==> src/lcdseq_pkg.sv <==
`timescale 1ns / 1ps

package lcdseq_pkg;

  localparam int unsigned POLL_LIMIT_DEF = 10;
  localparam int unsigned POLL_GAP_DEF   = 20;

  // host modes
  localparam logic [2:0] MODE_POWER  = 3'd3;
  localparam logic [2:0] MODE_SAMPLE = 3'd4;

  // request kinds as held by the sequencer
  localparam logic [1:0] REQ_CMD   = 2'd0;
  localparam logic [1:0] REQ_DAT   = 2'd1;
  localparam logic [1:0] REQ_READ  = 2'd2;
  localparam logic [1:0] REQ_POWER = 2'd3;

  // bus actions
  localparam logic [2:0] ACT_CTRL   = 3'd0;
  localparam logic [2:0] ACT_DRIVE  = 3'd1;
  localparam logic [2:0] ACT_WAIT   = 3'd2;
  localparam logic [2:0] ACT_SAMPLE = 3'd3;
  localparam logic [2:0] ACT_FINISH = 3'd4;

  // nibble sources
  localparam logic [1:0] N_ZERO = 2'd0;
  localparam logic [1:0] N_HI   = 2'd1;
  localparam logic [1:0] N_LO   = 2'd2;
  localparam logic [1:0] N_CON  = 2'd3;

  // wait sources
  localparam logic [1:0] W_NONE = 2'd0;
  localparam logic [1:0] W_BYP  = 2'd1;
  localparam logic [1:0] W_GAP  = 2'd2;
  localparam logic [1:0] W_CON  = 2'd3;

  // program entry points in the action ROM
  localparam logic [6:0] P_POLL       = 7'd0;
  localparam logic [6:0] P_BYP_WR     = 7'd2;
  localparam logic [6:0] P_BYP_RD     = 7'd11;
  localparam logic [6:0] P_POWER      = 7'd14;
  localparam logic [6:0] P_SAMPLE     = 7'd34;
  localparam logic [6:0] P_GAP        = 7'd35;
  localparam logic [6:0] P_TIMEOUT    = 7'd37;
  localparam logic [6:0] P_HI         = 7'd40;
  localparam logic [6:0] P_LO_POST    = 7'd43;
  localparam logic [6:0] P_LO_RD      = 7'd46;
  localparam logic [6:0] P_LO_WR_BYP  = 7'd50;
  localparam logic [6:0] P_LO_WR_POLL = 7'd60;
  localparam logic [6:0] P_RHI        = 7'd70;
  localparam logic [6:0] P_RLO_BYP    = 7'd73;
  localparam logic [6:0] P_RLO_POLL   = 7'd76;

  typedef struct packed {
    logic       is_sample;
    logic [1:0] req;
    logic [7:0] byte_val;
    logic [3:0] nib;
  } item_t;

  typedef struct packed {
    logic [2:0]  act;
    logic        rs;
    logic        rs_x;     // RS follows the request (data vs command)
    logic        rw;
    logic        e;
    logic [1:0]  nsel;
    logic [3:0]  ncon;
    logic [1:0]  wsel;
    logic [10:0] wcon;
    logic        rdy_set;
    logic        rdy_clr;
  } uop_t;

  function automatic uop_t u_ctrl(input logic rs, input logic rs_x, input logic rw,
                                  input logic e);
    uop_t u;
    u      = '0;
    u.act  = ACT_CTRL;
    u.rs   = rs;
    u.rs_x = rs_x;
    u.rw   = rw;
    u.e    = e;
    return u;
  endfunction

  function automatic uop_t u_drive(input logic [1:0] nsel, input logic [3:0] ncon);
    uop_t u;
    u      = '0;
    u.act  = ACT_DRIVE;
    u.nsel = nsel;
    u.ncon = ncon;
    return u;
  endfunction

  function automatic uop_t u_wait(input logic [1:0] wsel, input logic [10:0] wcon);
    uop_t u;
    u      = '0;
    u.act  = ACT_WAIT;
    u.wsel = wsel;
    u.wcon = wcon;
    return u;
  endfunction

  function automatic uop_t u_plain(input logic [2:0] act);
    uop_t u;
    u     = '0;
    u.act = act;
    return u;
  endfunction

  function automatic uop_t lcdseq_rom(input logic [6:0] addr);
    uop_t u;
    u = '0;
    case (addr)
      7'd0, 7'd41, 7'd68, 7'd77: u = u_ctrl(1'b0, 1'b0, 1'b1, 1'b1);
      7'd1, 7'd13, 7'd34, 7'd36, 7'd42, 7'd49, 7'd69, 7'd72, 7'd78:
        u = u_plain(ACT_SAMPLE);
      7'd2, 7'd9, 7'd11, 7'd58, 7'd74: u = u_wait(W_BYP, 11'd0);
      7'd3, 7'd6, 7'd52, 7'd55, 7'd62, 7'd65: u = u_ctrl(1'b0, 1'b1, 1'b0, 1'b1);
      7'd4, 7'd53, 7'd63: u = u_drive(N_HI, 4'h0);
      7'd5, 7'd8, 7'd54, 7'd57, 7'd64, 7'd67: u = u_ctrl(1'b0, 1'b1, 1'b0, 1'b0);
      7'd7, 7'd56, 7'd66: u = u_drive(N_LO, 4'h0);
      7'd10, 7'd33, 7'd45, 7'd59, 7'd75: u = u_plain(ACT_FINISH);
      7'd12, 7'd48, 7'd71: u = u_ctrl(1'b1, 1'b0, 1'b1, 1'b1);
      7'd14: u = u_wait(W_CON, 11'd1600);
      7'd15, 7'd38: u = u_drive(N_ZERO, 4'h0);
      7'd16, 7'd19, 7'd23, 7'd27, 7'd31: u = u_ctrl(1'b0, 1'b0, 1'b0, 1'b0);
      7'd17, 7'd21, 7'd25, 7'd29: u = u_ctrl(1'b0, 1'b0, 1'b0, 1'b1);
      7'd18, 7'd22, 7'd26: u = u_drive(N_CON, 4'h3);
      7'd30: u = u_drive(N_CON, 4'h2);
      7'd20, 7'd28: u = u_wait(W_CON, 11'd500);
      7'd24: u = u_wait(W_CON, 11'd20);
      7'd32: u = u_wait(W_CON, 11'd10);
      7'd35, 7'd37: u = u_wait(W_GAP, 11'd0);
      7'd39: begin
        u = u_plain(ACT_FINISH);
        u.rdy_clr = 1'b1;
      end
      7'd40, 7'd43, 7'd46, 7'd50, 7'd60: u = u_ctrl(1'b0, 1'b0, 1'b1, 1'b0);
      7'd44, 7'd47, 7'd51, 7'd61: begin
        u = u_drive(N_ZERO, 4'h0);
        u.rdy_set = 1'b1;
      end
      7'd70, 7'd73, 7'd76: u = u_ctrl(1'b1, 1'b0, 1'b1, 1'b0);
      default: u = u_plain(ACT_FINISH);
    endcase
    return u;
  endfunction

endpackage

==> src/lcdseq_front.sv <==
`timescale 1ns / 1ps

module lcdseq_front (
  input  logic                clk_i,
  input  logic                rst_ni,
  input  logic                in_valid_i,
  output logic                in_ready_o,
  input  logic [2:0]          mode_i,
  input  logic [7:0]          byte_value_i,
  input  logic [3:0]          pins_nibble_i,
  output logic                q_valid_o,
  output lcdseq_pkg::item_t   q_item_o,
  input  logic                q_pop_i
);
  import lcdseq_pkg::*;

  item_t      mem_q [2];
  item_t      item;
  logic       wr_q, rd_q;
  logic [1:0] cnt_q, cnt_d;
  logic       push;

  assign in_ready_o = (cnt_q != 2'd2);
  // undefined modes are taken and dropped here
  assign push       = in_valid_i && in_ready_o && (mode_i <= MODE_SAMPLE);
  assign q_valid_o  = (cnt_q != 2'd0);
  assign q_item_o   = mem_q[rd_q];

  always_comb begin
    item.is_sample = (mode_i == MODE_SAMPLE);
    item.req       = mode_i[1:0];
    item.byte_val  = byte_value_i;
    item.nib       = pins_nibble_i;
  end

  always_comb begin
    cnt_d = cnt_q;
    case ({push, q_pop_i})
      2'b10:   cnt_d = cnt_q + 2'd1;
      2'b01:   cnt_d = cnt_q - 2'd1;
      default: cnt_d = cnt_q;
    endcase
  end

  always_ff @(posedge clk_i or negedge rst_ni) begin
    if (!rst_ni) begin
      wr_q  <= 1'b0;
      rd_q  <= 1'b0;
      cnt_q <= 2'd0;
    end else begin
      cnt_q <= cnt_d;
      if (push) wr_q <= ~wr_q;
      if (q_pop_i) rd_q <= ~rd_q;
    end
  end

  always_ff @(posedge clk_i) begin
    if (push) mem_q[wr_q] <= item;
  end

endmodule

==> src/lcdseq_back.sv <==
`timescale 1ns / 1ps

module lcdseq_back #(
  parameter int unsigned POLL_LIMIT     = lcdseq_pkg::POLL_LIMIT_DEF,
  parameter int unsigned POLL_GAP_UNITS = lcdseq_pkg::POLL_GAP_DEF
) (
  input  logic                clk_i,
  input  logic                rst_ni,
  input  logic                cfg_we_i,
  input  logic [15:0]         cfg_wdata_i,
  input  logic                q_valid_i,
  input  lcdseq_pkg::item_t   q_item_i,
  output logic                q_pop_o,
  output logic                out_valid_o,
  input  logic                out_ready_i,
  output logic [2:0]          action_o,
  output logic                reg_select_o,
  output logic                read_write_o,
  output logic                enable_level_o,
  output logic [3:0]          data_nibble_o,
  output logic [15:0]         wait_units_o,
  output logic [7:0]          read_byte_o,
  output logic                status_o,
  output logic                ready_flag_o,
  output logic                last_o
);
  import lcdseq_pkg::*;

  localparam logic [3:0] S_IDLE    = 4'd0;
  localparam logic [3:0] S_PRE_BF  = 4'd1;
  localparam logic [3:0] S_PRE_HI  = 4'd2;
  localparam logic [3:0] S_PRE_LO  = 4'd3;
  localparam logic [3:0] S_POST_BF = 4'd4;
  localparam logic [3:0] S_POST_HI = 4'd5;
  localparam logic [3:0] S_POST_LO = 4'd6;
  localparam logic [3:0] S_READ_HI = 4'd7;
  localparam logic [3:0] S_READ_LO = 4'd8;

  logic [15:0] bypass_q;
  logic [3:0]  step_q, step_d;
  logic [1:0]  pend_q, pend_d;
  logic [7:0]  held_q, held_d;
  logic [3:0]  poll_q, poll_d, poll_inc;
  logic [7:0]  asm_q, asm_d, asm_lo;
  logic        fin_st_q, fin_st_d;
  logic [7:0]  fin_byte_q, fin_byte_d;
  logic        rdy_q, rdy_emit;
  logic        busy_q;
  logic [6:0]  pc_q;
  logic        go;
  logic [6:0]  start;
  logic        byp_on, pend_read, pend_data;
  logic        emit, uop_last;
  uop_t        uop;

  logic [2:0]  act_q;
  logic        rs_q, rw_q, e_q, stat_q, rflag_q, last_q, oval_q;
  logic [3:0]  nib_q, nib_emit;
  logic [15:0] wait_q, wait_emit;
  logic [7:0]  rbyte_q;

  assign byp_on    = (bypass_q != 16'd0);
  assign pend_read = (pend_q == REQ_READ);
  assign pend_data = (pend_q == REQ_DAT);
  assign poll_inc  = poll_q + 4'd1;
  assign asm_lo    = {asm_q[7:4], q_item_i.nib};
  assign q_pop_o   = q_valid_i && !busy_q;

  // dispatch: classify the item against the bus state, pick a program
  always_comb begin
    step_d     = step_q;
    pend_d     = pend_q;
    held_d     = held_q;
    poll_d     = poll_q;
    asm_d      = asm_q;
    fin_st_d   = fin_st_q;
    fin_byte_d = fin_byte_q;
    go         = 1'b0;
    start      = P_SAMPLE;
    if (q_pop_o) begin
      if (q_item_i.is_sample) begin
        case (step_q)
          S_PRE_BF, S_POST_BF: begin
            go = 1'b1;
            if (!q_item_i.nib[3]) begin
              start  = P_SAMPLE;
              step_d = (step_q == S_POST_BF) ? S_POST_HI : S_PRE_HI;
            end else begin
              poll_d = poll_inc;
              if (poll_inc >= 4'(POLL_LIMIT)) begin
                start      = P_TIMEOUT;
                step_d     = S_IDLE;
                fin_st_d   = 1'b1;
                fin_byte_d = !pend_read ? 8'h00 :
                             (step_q == S_POST_BF) ? asm_q : 8'hFF;
              end else begin
                start = P_GAP;
              end
            end
          end
          S_PRE_HI, S_POST_HI: begin
            go     = 1'b1;
            start  = P_HI;
            step_d = (step_q == S_POST_HI) ? S_POST_LO : S_PRE_LO;
          end
          S_PRE_LO: begin
            go = 1'b1;
            if (pend_read) begin
              start  = P_LO_RD;
              step_d = S_READ_HI;
            end else if (byp_on) begin
              start      = P_LO_WR_BYP;
              step_d     = S_IDLE;
              fin_st_d   = 1'b0;
              fin_byte_d = 8'h00;
            end else begin
              start  = P_LO_WR_POLL;
              poll_d = 4'd0;
              step_d = S_POST_BF;
            end
          end
          S_POST_LO: begin
            go         = 1'b1;
            start      = P_LO_POST;
            step_d     = S_IDLE;
            fin_st_d   = 1'b0;
            fin_byte_d = pend_read ? asm_q : 8'h00;
          end
          S_READ_HI: begin
            go     = 1'b1;
            start  = P_RHI;
            asm_d  = {q_item_i.nib, 4'h0};
            step_d = S_READ_LO;
          end
          S_READ_LO: begin
            go    = 1'b1;
            asm_d = asm_lo;
            if (byp_on) begin
              start      = P_RLO_BYP;
              step_d     = S_IDLE;
              fin_st_d   = 1'b0;
              fin_byte_d = asm_lo;
            end else begin
              start  = P_RLO_POLL;
              poll_d = 4'd0;
              step_d = S_POST_BF;
            end
          end
          default: go = 1'b0;
        endcase
      end else if (step_q == S_IDLE) begin
        go     = 1'b1;
        pend_d = q_item_i.req;
        if (q_item_i.req == REQ_POWER) begin
          start      = P_POWER;
          fin_st_d   = 1'b0;
          fin_byte_d = 8'h00;
        end else begin
          held_d = q_item_i.byte_val;
          if (q_item_i.req == REQ_READ) asm_d = 8'h00;
          if (!byp_on) begin
            start  = P_POLL;
            poll_d = 4'd0;
            step_d = S_PRE_BF;
          end else if (q_item_i.req == REQ_READ) begin
            start  = P_BYP_RD;
            step_d = S_READ_HI;
          end else begin
            start      = P_BYP_WR;
            fin_st_d   = 1'b0;
            fin_byte_d = 8'h00;
          end
        end
      end
    end
  end

  // action sequencer
  assign uop      = lcdseq_rom(pc_q);
  assign emit     = busy_q && (!oval_q || out_ready_i);
  assign uop_last = (uop.act == ACT_SAMPLE) || (uop.act == ACT_FINISH);
  assign rdy_emit = uop.rdy_set ? 1'b1 : (uop.rdy_clr ? 1'b0 : rdy_q);

  always_comb begin
    case (uop.nsel)
      N_HI:    nib_emit = held_q[7:4];
      N_LO:    nib_emit = held_q[3:0];
      N_CON:   nib_emit = uop.ncon;
      default: nib_emit = 4'h0;
    endcase
    case (uop.wsel)
      W_BYP:   wait_emit = bypass_q;
      W_GAP:   wait_emit = 16'(POLL_GAP_UNITS);
      W_CON:   wait_emit = {5'd0, uop.wcon};
      default: wait_emit = 16'd0;
    endcase
  end

  always_ff @(posedge clk_i or negedge rst_ni) begin
    if (!rst_ni) begin
      bypass_q <= 16'd0;
      step_q   <= S_IDLE;
      pend_q   <= REQ_CMD;
      held_q   <= 8'h00;
      poll_q   <= 4'd0;
      asm_q    <= 8'h00;
      rdy_q    <= 1'b0;
      busy_q   <= 1'b0;
      pc_q     <= P_POLL;
      oval_q   <= 1'b0;
    end else begin
      if (cfg_we_i) bypass_q <= cfg_wdata_i;
      step_q <= step_d;
      pend_q <= pend_d;
      held_q <= held_d;
      poll_q <= poll_d;
      asm_q  <= asm_d;
      if (go) begin
        busy_q <= 1'b1;
        pc_q   <= start;
      end else if (emit) begin
        pc_q <= pc_q + 7'd1;
        if (uop_last) busy_q <= 1'b0;
      end
      if (emit) begin
        rdy_q  <= rdy_emit;
        oval_q <= 1'b1;
      end else if (out_ready_i) begin
        oval_q <= 1'b0;
      end
    end
  end

  always_ff @(posedge clk_i) begin
    fin_st_q   <= fin_st_d;
    fin_byte_q <= fin_byte_d;
    if (emit) begin
      act_q   <= uop.act;
      rs_q    <= uop.rs_x ? pend_data : uop.rs;
      rw_q    <= uop.rw;
      e_q     <= uop.e;
      nib_q   <= nib_emit;
      wait_q  <= wait_emit;
      rbyte_q <= (uop.act == ACT_FINISH) ? fin_byte_q : 8'h00;
      stat_q  <= (uop.act == ACT_FINISH) ? fin_st_q : 1'b0;
      rflag_q <= rdy_emit;
      last_q  <= uop_last;
    end
  end

  assign out_valid_o    = oval_q;
  assign action_o       = act_q;
  assign reg_select_o   = rs_q;
  assign read_write_o   = rw_q;
  assign enable_level_o = e_q;
  assign data_nibble_o  = nib_q;
  assign wait_units_o   = wait_q;
  assign read_byte_o    = rbyte_q;
  assign status_o       = stat_q;
  assign ready_flag_o   = rflag_q;
  assign last_o         = last_q;

endmodule

==> src/char_lcd_nibble_bus_sequencer.sv <==
`timescale 1ns / 1ps

// Character LCD 4-bit bus sequencer. Host requests (mode 0 command write, 1 data
// write, 2 read, 3 power-up) turn into a stream of bus actions; pin samples asked
// for by a sample action come back as mode 4 items. Each item yields 0 to 20
// actions, one per cycle from the action ROM sequencer while the output is
// accepted; the item is first dispatched from a two-entry queue. Inputs are
// taken into the queue until it is full, while the sequencer works and while
// the last action waits on the output register. A nonzero bypass_delay
// replaces busy-flag polling with fixed waits of that length; write it only
// while no request is in progress.
module char_lcd_nibble_bus_sequencer #(
  parameter int unsigned POLL_LIMIT     = lcdseq_pkg::POLL_LIMIT_DEF,
  parameter int unsigned POLL_GAP_UNITS = lcdseq_pkg::POLL_GAP_DEF
) (
  input  logic        clk_i,
  input  logic        rst_ni,
  input  logic        cfg_we_i,
  input  logic [15:0] cfg_wdata_i,
  input  logic        in_valid_i,
  output logic        in_ready_o,
  input  logic [2:0]  mode_i,
  input  logic [7:0]  byte_value_i,
  input  logic [3:0]  pins_nibble_i,
  output logic        out_valid_o,
  input  logic        out_ready_i,
  output logic [2:0]  action_o,
  output logic        reg_select_o,
  output logic        read_write_o,
  output logic        enable_level_o,
  output logic [3:0]  data_nibble_o,
  output logic [15:0] wait_units_o,
  output logic [7:0]  read_byte_o,
  output logic        status_o,
  output logic        ready_flag_o,
  output logic        last_o
);
  import lcdseq_pkg::*;

  logic  q_valid;
  logic  q_pop;
  item_t q_item;

  lcdseq_front u_front (
    .clk_i         (clk_i),
    .rst_ni        (rst_ni),
    .in_valid_i    (in_valid_i),
    .in_ready_o    (in_ready_o),
    .mode_i        (mode_i),
    .byte_value_i  (byte_value_i),
    .pins_nibble_i (pins_nibble_i),
    .q_valid_o     (q_valid),
    .q_item_o      (q_item),
    .q_pop_i       (q_pop)
  );

  lcdseq_back #(
    .POLL_LIMIT     (POLL_LIMIT),
    .POLL_GAP_UNITS (POLL_GAP_UNITS)
  ) u_back (
    .clk_i          (clk_i),
    .rst_ni         (rst_ni),
    .cfg_we_i       (cfg_we_i),
    .cfg_wdata_i    (cfg_wdata_i),
    .q_valid_i      (q_valid),
    .q_item_i       (q_item),
    .q_pop_o        (q_pop),
    .out_valid_o    (out_valid_o),
    .out_ready_i    (out_ready_i),
    .action_o       (action_o),
    .reg_select_o   (reg_select_o),
    .read_write_o   (read_write_o),
    .enable_level_o (enable_level_o),
    .data_nibble_o  (data_nibble_o),
    .wait_units_o   (wait_units_o),
    .read_byte_o    (read_byte_o),
    .status_o       (status_o),
    .ready_flag_o   (ready_flag_o),
    .last_o         (last_o)
  );

`ifndef SYNTHESIS
  a_last_ends_program: assert property (@(posedge clk_i) disable iff (!rst_ni)
    out_valid_o |-> (last_o == (action_o == ACT_SAMPLE || action_o == ACT_FINISH)))
    else $error("last flag out of step with action");

  a_status_on_finish: assert property (@(posedge clk_i) disable iff (!rst_ni)
    out_valid_o && (status_o || read_byte_o != 8'h00) |-> action_o == ACT_FINISH)
    else $error("status or read byte outside finish");

  a_full_not_empty: assert property (@(posedge clk_i) disable iff (!rst_ni)
    !in_ready_o |-> q_valid)
    else $error("queue full but empty");

  a_pop_valid: assert property (@(posedge clk_i) disable iff (!rst_ni)
    q_pop |-> q_valid)
    else $error("pop from empty queue");
`endif

endmodule
==> config.mk <==
export PLATFORM = sky130hd
export DESIGN_NAME = char_lcd_nibble_bus_sequencer
export DESIGN_NICKNAME = d
export VERILOG_FILES = /design/src/lcdseq_pkg.sv /design/src/lcdseq_front.sv /design/src/lcdseq_back.sv /design/src/char_lcd_nibble_bus_sequencer.sv
export SDC_FILE = /design/constraint.sdc
export NUM_CORES = 1
export LEC_CHECK = 0
export ABC_AREA = 1
export BUFFER_PORTS_ARGS = -buffer_cell sky130_fd_sc_hd__buf_2
export CORE_MARGIN = 4
export CORE_UTILIZATION = 40
export DETAILED_ROUTE_END_ITERATION = 8
export HOLD_SLACK_MARGIN = 0.15
export PLACE_DENSITY = 0.66
export SYNTH_ARGS = -nofsm -noshare
export SYNTH_HDL_FRONTEND = slang
export SYNTH_SLANG_ARGS = --single-unit
==> constraint.sdc <==
create_clock -name clk_i -period 2.3 [get_ports clk_i]
set_input_delay 0.115 -clock clk_i [delete_from_list [all_inputs] [get_ports clk_i]]
set_output_delay 0.115 -clock clk_i [all_outputs]
set_load 0.03 [all_outputs]
Yosys cells after proc, flatten, opt, wreduce, memory -nomap -nowiden
Memories as Yosys holds them, arrays and structs flattened.
Index checks and enable logic that the tools add are counted.
{"block": "totals", "reg_bits": 102, "ram_bits": 30, "rom_bits": 3200, "in_bits": 36, "out_inout_bits": 39, "word_cells": 186, "mem_count": 2}
{"block": "classes", "add_sub_neg": 4, "magnitude_cmp": 2, "n_eq_ne": 39, "n_mux": 79, "bitwise_logic": 4, "n_reduce_logical": 30}
{"memory": "(name not given)", "words": 128, "word_bits": 25, "read_ports": 1, "rd_clocked_by_memory_dff": 0, "wr": 0, "line": "lcdseq_pkg.sv:115", "source": "case (addr)"}
{"memory": "u_front.mem_q", "words": 2, "word_bits": 15, "read_ports": 1, "rd_clocked_by_memory_dff": 0, "wr": 1, "line": "lcdseq_front.sv:17", "source": "item_t mem_q [2];"}
{"op": "$mux 8", "count": 17}
{"op": "$mux 4", "count": 16}
{"op": "$mux 7", "count": 9}
{"op": "$pmux 16 s3", "count": 1}
{"op": "$pmux 7 s6", "count": 1}
{"op": "$pmux 8 s4", "count": 1}
{"op": "$pmux 4 s3", "count": 2}
{"op": "$pmux 4 s6", "count": 1}
{"op": "$mux 1", "count": 23}
{"op": "$reduce_and 6->1", "count": 3}
{"op": "$eq 2x2->1 const B", "count": 8}
{"op": "$eq 4x3->1 const B", "count": 4}
{"op": "$pmux 8 s2", "count": 1}
{"op": "$reduce_bool 16->1", "count": 1}
{"op": "$mux 3", "count": 5}
{"op": "$ne 3x2->1 const B", "count": 5}
{"op": "$reduce_bool 2->1", "count": 7}
{"op": "$reduce_and 10->1", "count": 1}
{"op": "$eq 2x1->1 const B", "count": 4}
{"op": "$eq 4x2->1 const B", "count": 2}
{"op": "$reduce_and 8->1", "count": 1}
{"op": "$reduce_or 8->1", "count": 1}
{"op": "$add 7x1->7 const B", "count": 1}
{"op": "$ne 7x1->1 const B", "count": 1}
{"op": "other kinds (29)", "count": 42}

Longest topological paths before layout
Gate-level depths: netlist (run 1).
An unclocked memory read counts as a cell.
{"block": "logic_depth", "word_depth": 9, "mapped_depth": 15, "depth_no_buf": 15}

Hierarchy
From an unflattened synthesis (run 1), not the netlist that was laid out.
{"block": "hier_totals", "hier_cells": 756, "hier_area_um2": 6841.6}
{"mod": "lcdseq_back", "n_inst": 1, "cells_per_inst": 680, "area_per_inst_um2": 5480.3, "seq_area_each_um2": 2682.6}
{"mod": "lcdseq_front", "n_inst": 1, "cells_per_inst": 76, "area_per_inst_um2": 1361.3, "seq_area_each_um2": 1001.0}

Least setup slack after synthesis (run 1)
Ideal clock, no wire load.
{"block": "synth_timing", "kind": "flip-flop to flip-flop", "start": "reg u_front.rd_q", "end": "reg u_back.fin_byte_q[0] (enable)", "setup_ps": 383, "t_arrival_ps": 1913, "required_time_ps": 1917, "path_slack_ps": 4, "stages_incl_launch_ff": 8, "path_buffers": 2, "synth_period_minus_slack_ps": 2296, "cell_sequence": "dfrtp_1 > buf_6 > o21ai_4 > inv_2 > buf_2 > a31oi_1 > nand4_1 > nor3_1"}
{"block": "synth_via", "elab_chain_len": 4, "elab_cells_between_ends": 13, "cone_classes": "9 x eq/ne; 3 x reduce/logical; 1 x memory"}
{"element": "start: declaration", "line": "lcdseq_front.sv:19", "source": "logic wr_q, rd_q;"}
{"element": "start signal: assignment", "line": "lcdseq_front.sv:53", "source": "if (q_pop_i) rd_q <= ~rd_q;"}
{"element": "$mem_v2 2x15 *"}
{"element": "$eq 2x2->1 (on tied branches)", "line": "lcdseq_back.sv:165, lcdseq_back.sv:154"}
{"element": "$ne 3x2->1 (no source line) / $reduce_bool 3->1 (equally long branches)"}
{"element": "$reduce_and 10->1 (no source line) *"}
{"element": "end signal: assignment", "line": "lcdseq_back.sv:236", "source": "fin_byte_q <= fin_byte_d;"}
{"element": "end: declaration", "line": "lcdseq_back.sv:46", "source": "logic [7:0] fin_byte_q, fin_byte_d;"}
Every way passes the cells marked *; elsewhere a longest branch is shown, timed or not.
A chain may end at the register's enable or synchronous reset.

Worst setup path after layout (run 1)
{"block": "layout_timing", "start": "reg u_back.pc_q[1]", "end": "reg u_back.wait_q[5] (netlist: u_back.wait_units_o[5]) (data pin)"}
{"block": "layout_via", "elab_chain_len": 3, "elab_cells_between_ends": 5, "cone_classes": "3 x eq/ne; 1 x mux; 1 x memory"}
{"element": "start: declaration", "line": "lcdseq_back.sv:49", "source": "logic [6:0] pc_q;"}
{"element": "start signal: assignment", "line": "lcdseq_back.sv:220", "source": "pc_q <= start;"}
{"element": "start signal: assignment", "line": "lcdseq_back.sv:222", "source": "pc_q <= pc_q + 7'd1;"}
{"element": "$mem_v2 128x25 *"}
{"element": "$eq 2x2->1 / $eq 2x1->1 (equally long branches)", "line": "lcdseq_back.sv:191", "source": "case (uop.wsel)"}
{"element": "$pmux 16 s3 *", "line": "lcdseq_back.sv:191"}
{"element": "named net u_back.wait_emit[5]", "line": "lcdseq_back.sv:59", "source": "logic [15:0] wait_q, wait_emit;"}
{"element": "end signal: assignment", "line": "lcdseq_back.sv:243", "source": "wait_q <= wait_emit;"}
{"element": "end: declaration", "line": "lcdseq_back.sv:59"}
The timed path passes the listed nets; every way through them passes the cells marked *.

==> parameters.txt, run 1 <==
Parameter                              Value

Run status
  Status ... finished, final reports clean

Synthesis
  Distinct cell type count of the synthesized netlist ... 45
  Fraction of the yosys area taken by sequential cells ... 54.8%
  Cell area after synthesis ... 6720 sq um
  Count of state elements after synthesis ... 132
  Synthesized netlist net count ... 810
  Yosys warning count ... 0
  Count of flip-flops with a built-in enable after synthesis ... 76
  Count leader, synth ... nand2_1
  Cell type with the highest aggregate area in the netlist ... edfxtp_1
  Syn Inst Count ... 760
  Fraction of registers with async set/reset ... 42.4%
  Largest cells by area after synthesis ... edfxtp_1 (34%), dfrtp_1 (21%), nand2_1 (11%), inv_1 (4.6%), nor2_1 (4.3%)
  Primary flip-flop cell chosen by synthesis mapping ... edfxtp_1
  Share of the synthesized area in the top cell type ... 34.0%
  Most instantiated cells after synthesis ... nand2_1 (194), inv_1 (82), nor2_1 (77), edfxtp_1 (76), o21ai_0 (57)
  Syn_area_per_cell ... 8.84 sq um

Worst setup path
  Critical Path Max Stage Delay ... 0.44 ns
  Data arrival time of the worst path ... 2.29 ns
  Startpoint of the lowest-slack register-to-register path ... u_back.pc_q[1]
  Worst setup path start ... u_back.pc_q[1]
  CP startpoint kind ... flop
  Crit. path cell count ... 11
  Capturing instance or port of the critical path ... u_back.wait_units_o[5]
  Required time of the critical path ... 2.46 ns
  Register-to-register setup slack ... 0.17 ns
  Library cell contributing the largest single delay on the critical path ... dfrtp_2
  Gate family responsible for the most delay along the worst path ... adder cells
  CP most frequent cell ... nand2_1
  Sequence of cells on the critical path ... ha_2 -> ha_1 -> nand2_1 -> o21ai_0 -> o21ai_1 -> nand2_1 -> nand2_1 -> o21ai_2 -> nand2_1 -> buf_4 -> o21ai_1
  Depth of the worst register-to-register path ... 11
  Endpoint type of the worst setup path ... flop
  Setup CP Type ... flop to flop
  Count of buffering cells on the critical path with inverters included ... 1
  Largest driver fanout on the critical path ... 9
  Endpoint of the most critical register-to-register path ... u_back.wait_units_o[5]

Pwr
  Leakage power of the design ... 3.90 nW
  Power per cell area ... 1530 nW/um^2
  Maximum vdd ir drop ... 0.875 mV

Place
  Pre-CTS setup slack ... 0.0418 ns
  GPL Wtd Cong ... 1.04
  Sum of net half-perimeters after detailed placement ... 12100 um
  DP Area ... 7610 sq um
  Buffers on Ports ... 74
  Cell count after placement ... 1080

GRT
  Maximum number of pins on one net before global-route repair ... 33
  Overflow left after global routing ... 0
  Met3 Track Usage GR ... 4.27%
  Vias in the first global route ... 5603
  Initial antenna violation count ... 0
  Met1 Usage GRT ... 25.2%
  Peak-usage layer in the global routing report ... met2
  GR met2 Demand/Resource ... 29.2%
  Global-route wire length before repair ... 27700 um
  GRT Total Usage ... 18.7%

Routing
  # DRC ... 0
  DRT antenna net count ... 0
  Total via count after detailed routing ... 5674
  Routed Wire Length ... 16800 um
  Via-per-instance ratio ... 4.95
  First drt pass iteration count ... 5
  Initial drt markers ... 467
  Average detailed-routed wire length per instance ... 14.6 um

Clocking
  Htree depth ... 4
  Total CTS buffers ... 17
  Root Buffer ... clkbuf_16
  Number of clock sinks ... 132
  Deepest clock path buffer count ... 2
  Clock tree from TritonCTS ... done
  Clock Latency Late Sink ... 0.42 ns
  Clock-pin transition on the worst setup and hold timing paths ... 0.06 ns

Timing
  Normalized max-slew margin ... 66.5%
  Total negative slack ... 0 ns
  Max-slew violation count ... 0
  Fmax ... 0.470 GHz
  # setup viols final ... 0
  Slew @ Worst Pin ... 0.503 ns
  Final WS setup ... 0.173 ns
  Worst Skew ... 0.00986 ns
  Time the worst path needs with I/O delays and setup ... 2.13 ns
  Final worst-path cycle share ... 92.5%
  Number of hold violations in the final report ... 0
  Hold slack final ... 0.164 ns

Floorplan
  Initial cell density of the core ... 40.7%
  Num rows ... 47
  Die area ... 18900 sq um
  Core area ... 16500 sq um
  Chip height ... 138 um
  Die X ... 138 um
  Count of boundary I/O pins ... 75

Cells and area
  Fraction of final layout cells with drive strength greater than 1 ... 20.8%
  Post-layout nets ... 964
  Growth of design area from synthesis to finish ... 27.6%
  Post-route design area ... 8570 sq um
  Count of non-filler cells in the finished layout ... 1147
  Ant diodes ... 0

Run
  Number of max-capacitance violations reported ... 0

Hold path
  Type of the tightest min-delay check ... input port to flop
  Source of the worst hold timing path ... cfg_we_i
-- registers in the layout, indices dropped and copies added, names as in the netlist, 2 cells and up --
name / flops
u_back.wait_units_o: 16
u_back.pc_q: 7
u_back.step_q: 4
u_back.data_nibble_o: 4
u_back.asm_q: 8
u_back.read_byte_o: 8
u_back.fin_byte_q: 8
u_front.mem_q: 30
u_back.bypass_q: 16
u_back.poll_q: 4
u_front.cnt_q: 2
u_back.pend_q: 2
u_back.held_q: 8
u_back.action_o: 3
-- cell type report --
class,count,area [sq um]
Tap cell,220,275
Clock inverter,15,173
Sequential cell,132,3690
Clock buffer,17,425
Inverter,93,349
Multi-Input combinational cell,518,2610
Fill cell,1505,7950
Timing Repair Buffer,152,1050
-- how the worst min path moves through the flow --
stage / endpoint / cells after the start / slack (ns)
finish: u_back.bypass_q[13] / 3 / 0.16
global placement: u_back.bypass_q[13] / 1 / 0.11
floorplan: u_back.asm_q[0] / 0 / -0.18
CTS: u_back.bypass_q[13] / 3 / 0.15
global route: u_back.bypass_q[11] / 3 / 0.20
detailed placement: u_back.bypass_q[13] / 1 / 0.11
-- stage by stage --
step / total power, mW / util, %
floorplan: 8.26 / -
global placement: 10.3 / 46.0
detailed placement: 10.3 / 46.0
CTS: 13.1 / 51.7
global route: 14.1 / 51.9
finish: 13.1 / 51.9
-- tightest hold or removal path: stages --
cell	delay [ns]
buf_2	0.26
nand2_1	0.10
o21ai_0	0.06
-- routing by layer --
layer | up-vias | wire length [um] | part of all wire (%)
met2 | 211 | 7690 | 46
met1 | 2559 | 7630 | 45
met4 | 0 | 419 | 2.5
li1 | 2866 | - | -
met5 | - | 0 | 0
met3 | 38 | 1030 | 6.2
-- kinds of logic (layout without fill, tap and decap cells) --
family / after synthesis / in the layout / share of synthesized area (%)
muxes: 1 / 1 / 0.149
adders and majority gates: 14 / 14 / 2.61
AOI/OAI and AO/OA: 136 / 136 / 11.7
xor gates and xnor gates: 10 / 10 / 1.30
and+or+nand+nor: 357 / 357 / 22.9
buffers and inverters: 110 / 277 / 6.56
DFF: 132 / 132 / 54.8
-- repair_timing --
action	4_1_cts	5_1_grt
endpoints found under the setup margin	0	29
resized for setup	0	12
setup buffers	0	1
hold buffers	34	0
endpoints found under the hold margin	105	0
-- placed cells by master, fill, tap and decap left out, types with 3 or more instances in the layout --
master	n
dfrtp_1	53
dfrtp_2	3
nand2_1	194
nor2_2	8
buf_4	43
o21a_1	5
o22ai_1	4
xnor2_1	3
o21ai_1	12
dlygate4sd3_1	34
clkbuf_16	17
nand3_1	45
o21ai_0	54
nor2_1	76
a21oi_2	3
a31oi_1	16
ha_1	11
nand2_2	4
inv_1	81
inv_6	4
inv_2	11
edfxtp_1	76
o211ai_1	5
ha_2	3
buf_2	74
nor3_1	8
xor2_1	7
clkinv_4	4
o221ai_1	3
nand4_1	10
a21oi_1	27
-- power breakdown --
part	internal [mW]	switching (mW)
Combinational	2.09	4.24
Sequential	3.59	0.465
Clock	1.63	1.10
No activity file was read; power rests on OpenSTA's default activity.
==> run 2: changes to the inputs <==
--- a/config.mk
+++ b/config.mk
@@ -11,7 +11,7 @@
 export CORE_UTILIZATION = 40
 export DETAILED_ROUTE_END_ITERATION = 8
 export HOLD_SLACK_MARGIN = 0.15
-export PLACE_DENSITY = 0.66
+export PLACE_DENSITY_LB_ADDON = 0.12
 export SYNTH_ARGS = -nofsm -noshare
 export SYNTH_HDL_FRONTEND = slang
 export SYNTH_SLANG_ARGS = --single-unit
==> run 2 against run 1 <==
- die area unchanged
- count of clock-buffer cells in the layout unchanged
- non-clock buffer count increased by 8
- global-route usage increased by 2.0 points
- final area increased by 1.6%
- highest routed layer unchanged
- final cell count increased by 0.78%
- utilization increased by 0.83 points
- register-to-register slack got worse by 0.03 ns
- worst hold slack improved by 0.011 ns
- routed wire length increased by 14%
- fmax decreased by 1.3%
==> parameters.txt, run 2 (synthesis results as in run 1) <==
Parameter                              Value

Clocking
  Clock tree from TritonCTS ... done
  Clock-pin transition on the worst setup and hold timing paths ... 0.07 ns
  Htree depth ... 4
  Deepest clock path buffer count ... 2
  Clock Latency Late Sink ... 0.42 ns
  Total CTS buffers ... 17
  Root Buffer ... clkbuf_16
  Number of clock sinks ... 132

Place
  DP Area ... 7710 sq um
  Cell count after placement ... 1088
  GPL Wtd Cong ... 0.958
  Sum of net half-perimeters after detailed placement ... 14000 um
  Buffers on Ports ... 74
  Pre-CTS setup slack ... -0.00214 ns

Timing
  # setup viols final ... 0
  Slew @ Worst Pin ... 0.863 ns
  Number of hold violations in the final report ... 0
  Hold slack final ... 0.175 ns
  Time the worst path needs with I/O delays and setup ... 2.16 ns
  Fmax ... 0.464 GHz
  Final worst-path cycle share ... 93.7%
  Normalized max-slew margin ... 42.5%
  Worst Skew ... 0.0100 ns
  Total negative slack ... 0 ns
  Max-slew violation count ... 0
  RSZ-0062 raised after global routing ... true
  Final WS setup ... 0.144 ns

Run
  Number of max-capacitance violations reported ... 0

Hold path
  Endpoint of the worst hold-timing path ... u_back.bypass_q[0]
  Type of the tightest min-delay check ... input port to flop
  Source of the worst hold timing path ... cfg_we_i
  Instance count along the most critical hold path ... 3

Cells and area
  Flip-flop count of the largest register after layout ... 30
  Utilization of the core after routing ... 52.7%
  Growth of design area from synthesis to finish ... 29.6%
  Most common cell after layout, fill and taps aside ... nand2_1
  Count of non-filler cells in the finished layout ... 1156
  Post-layout nets ... 973
  Total of fill cells in the finished design ... 1537
  Fraction of final layout cells with drive strength greater than 1 ... 21.7%
  Ant diodes ... 0
  Leading cell types in the layout, fill and taps excluded ... nand2_1 (194), inv_1 (79), edfxtp_1 (76)
  Post-route design area ... 8710 sq um
  Register containing the most flip-flops in the final layout ... u_front.mem_q

Floorplan
  Chip height ... 138 um
  Count of boundary I/O pins ... 75
  Die X ... 138 um
  Initial cell density of the core ... 40.7%
  Num rows ... 47
  Core area ... 16500 sq um
  Die area ... 18900 sq um

Routing
  First drt pass iteration count ... 5
  Routed Wire Length ... 19200 um
  Initial drt markers ... 342
  DRT antenna net count ... 0
  # DRC ... 0
  Via-per-instance ratio ... 5.14
  Average detailed-routed wire length per instance ... 16.6 um
  Total via count after detailed routing ... 5941

Worst setup path
  Depth of the worst register-to-register path ... 14
  Setup CP Type ... flop to flop
  Endpoint of the most critical register-to-register path ... u_back.busy_q
  Required time of the critical path ... 2.61 ns
  Endpoint type of the worst setup path ... flop
  CP startpoint kind ... flop
  Startpoint of the lowest-slack register-to-register path ... u_back.pc_q[0]
  Data arrival time of the worst path ... 2.46 ns
  Largest driver fanout on the critical path ... 5
  Register-to-register setup slack ... 0.14 ns

GRT
  Vias in the first global route ... 5884
  GRT Total Usage ... 20.8%
  Global-route wire length before repair ... 30000 um
  Overflow left after global routing ... 0
  Maximum number of pins on one net before global-route repair ... 35
  Initial antenna violation count ... 0

Pwr
  Power, Total ... 13.6 mW
  Leakage power of the design ... 3.96 nW
  Maximum vdd ir drop ... 0.772 mV
  Power per cell area ... 1560 nW/um^2

Run status
  Status ... finished, final reports clean
run 2: metal layers:
metal | GRT usage, % | share of wire (%)
met5 | 0 | 0
met4 | 8.20 | 2.7
met3 | 3.47 | 4.1
met2 | 35.4 | 49
met1 | 26.3 | 44
run 2: worst max path at each step:
stage,start,end,slack (ns)
CTS,u_back.pc_q[1],u_back.busy_q,0.05
global placement,u_back.pc_q[1],u_back.last_o,0.02
detailed placement,u_back.pc_q[1],u_back.busy_q,-0.002
finish,u_back.pc_q[0],u_back.busy_q,0.14
global route,u_back.pc_q[0],u_back.busy_q,-0.02
floorplan,u_front.rd_q,u_back.fin_byte_q[0],0.004
run 2: what timing repair did:
item | in CTS | in global routing
hold buffers | 34 | 0
cloned | 0 | 1
setup endpoints to repair | 1 | 44
gates resized for setup | 1 | 17
endpoints found under the hold margin | 81 | 0
buffers inserted | 0 | 1
pin swaps | 0 | 1
run 2: cell type report:
cell class / instances / area, sq um / share of cell area, %
Clock buffer: 17 / 425 / 4.89
Multi-Input combinational cell: 519 / 2670 / 30.6
Tap cell: 220 / 275 / 3.16
Timing Repair Buffer: 160 / 1150 / 13.2
Clock inverter: 15 / 153 / 1.75
Inverter: 93 / 352 / 4.04
Sequential cell: 132 / 3690 / 42.3
run 2: worst max-delay path: stages (launching register included):
cell	delay [ns]
dfrtp_1	0.37
inv_1	0.18
ha_4	0.20
inv_1	0.13
nor2_1	0.17
nor2_1	0.07
nor2_1	0.10
o21ai_0	0.11
buf_4	0.15
nand2_1	0.12
nand3_1	0.19
nand2_2	0.12
nand2_1	0.05
nand2_1	0.05
nand2_1	0.04
run 2: where the power goes:
group	switching (mW)	internal, mW	leakage, nW
Combinational	4.54	2.27	2.27
Sequential	0.496	3.59	1.40
Clock	1.21	1.45	0.285
Total	6.24	7.31	3.96
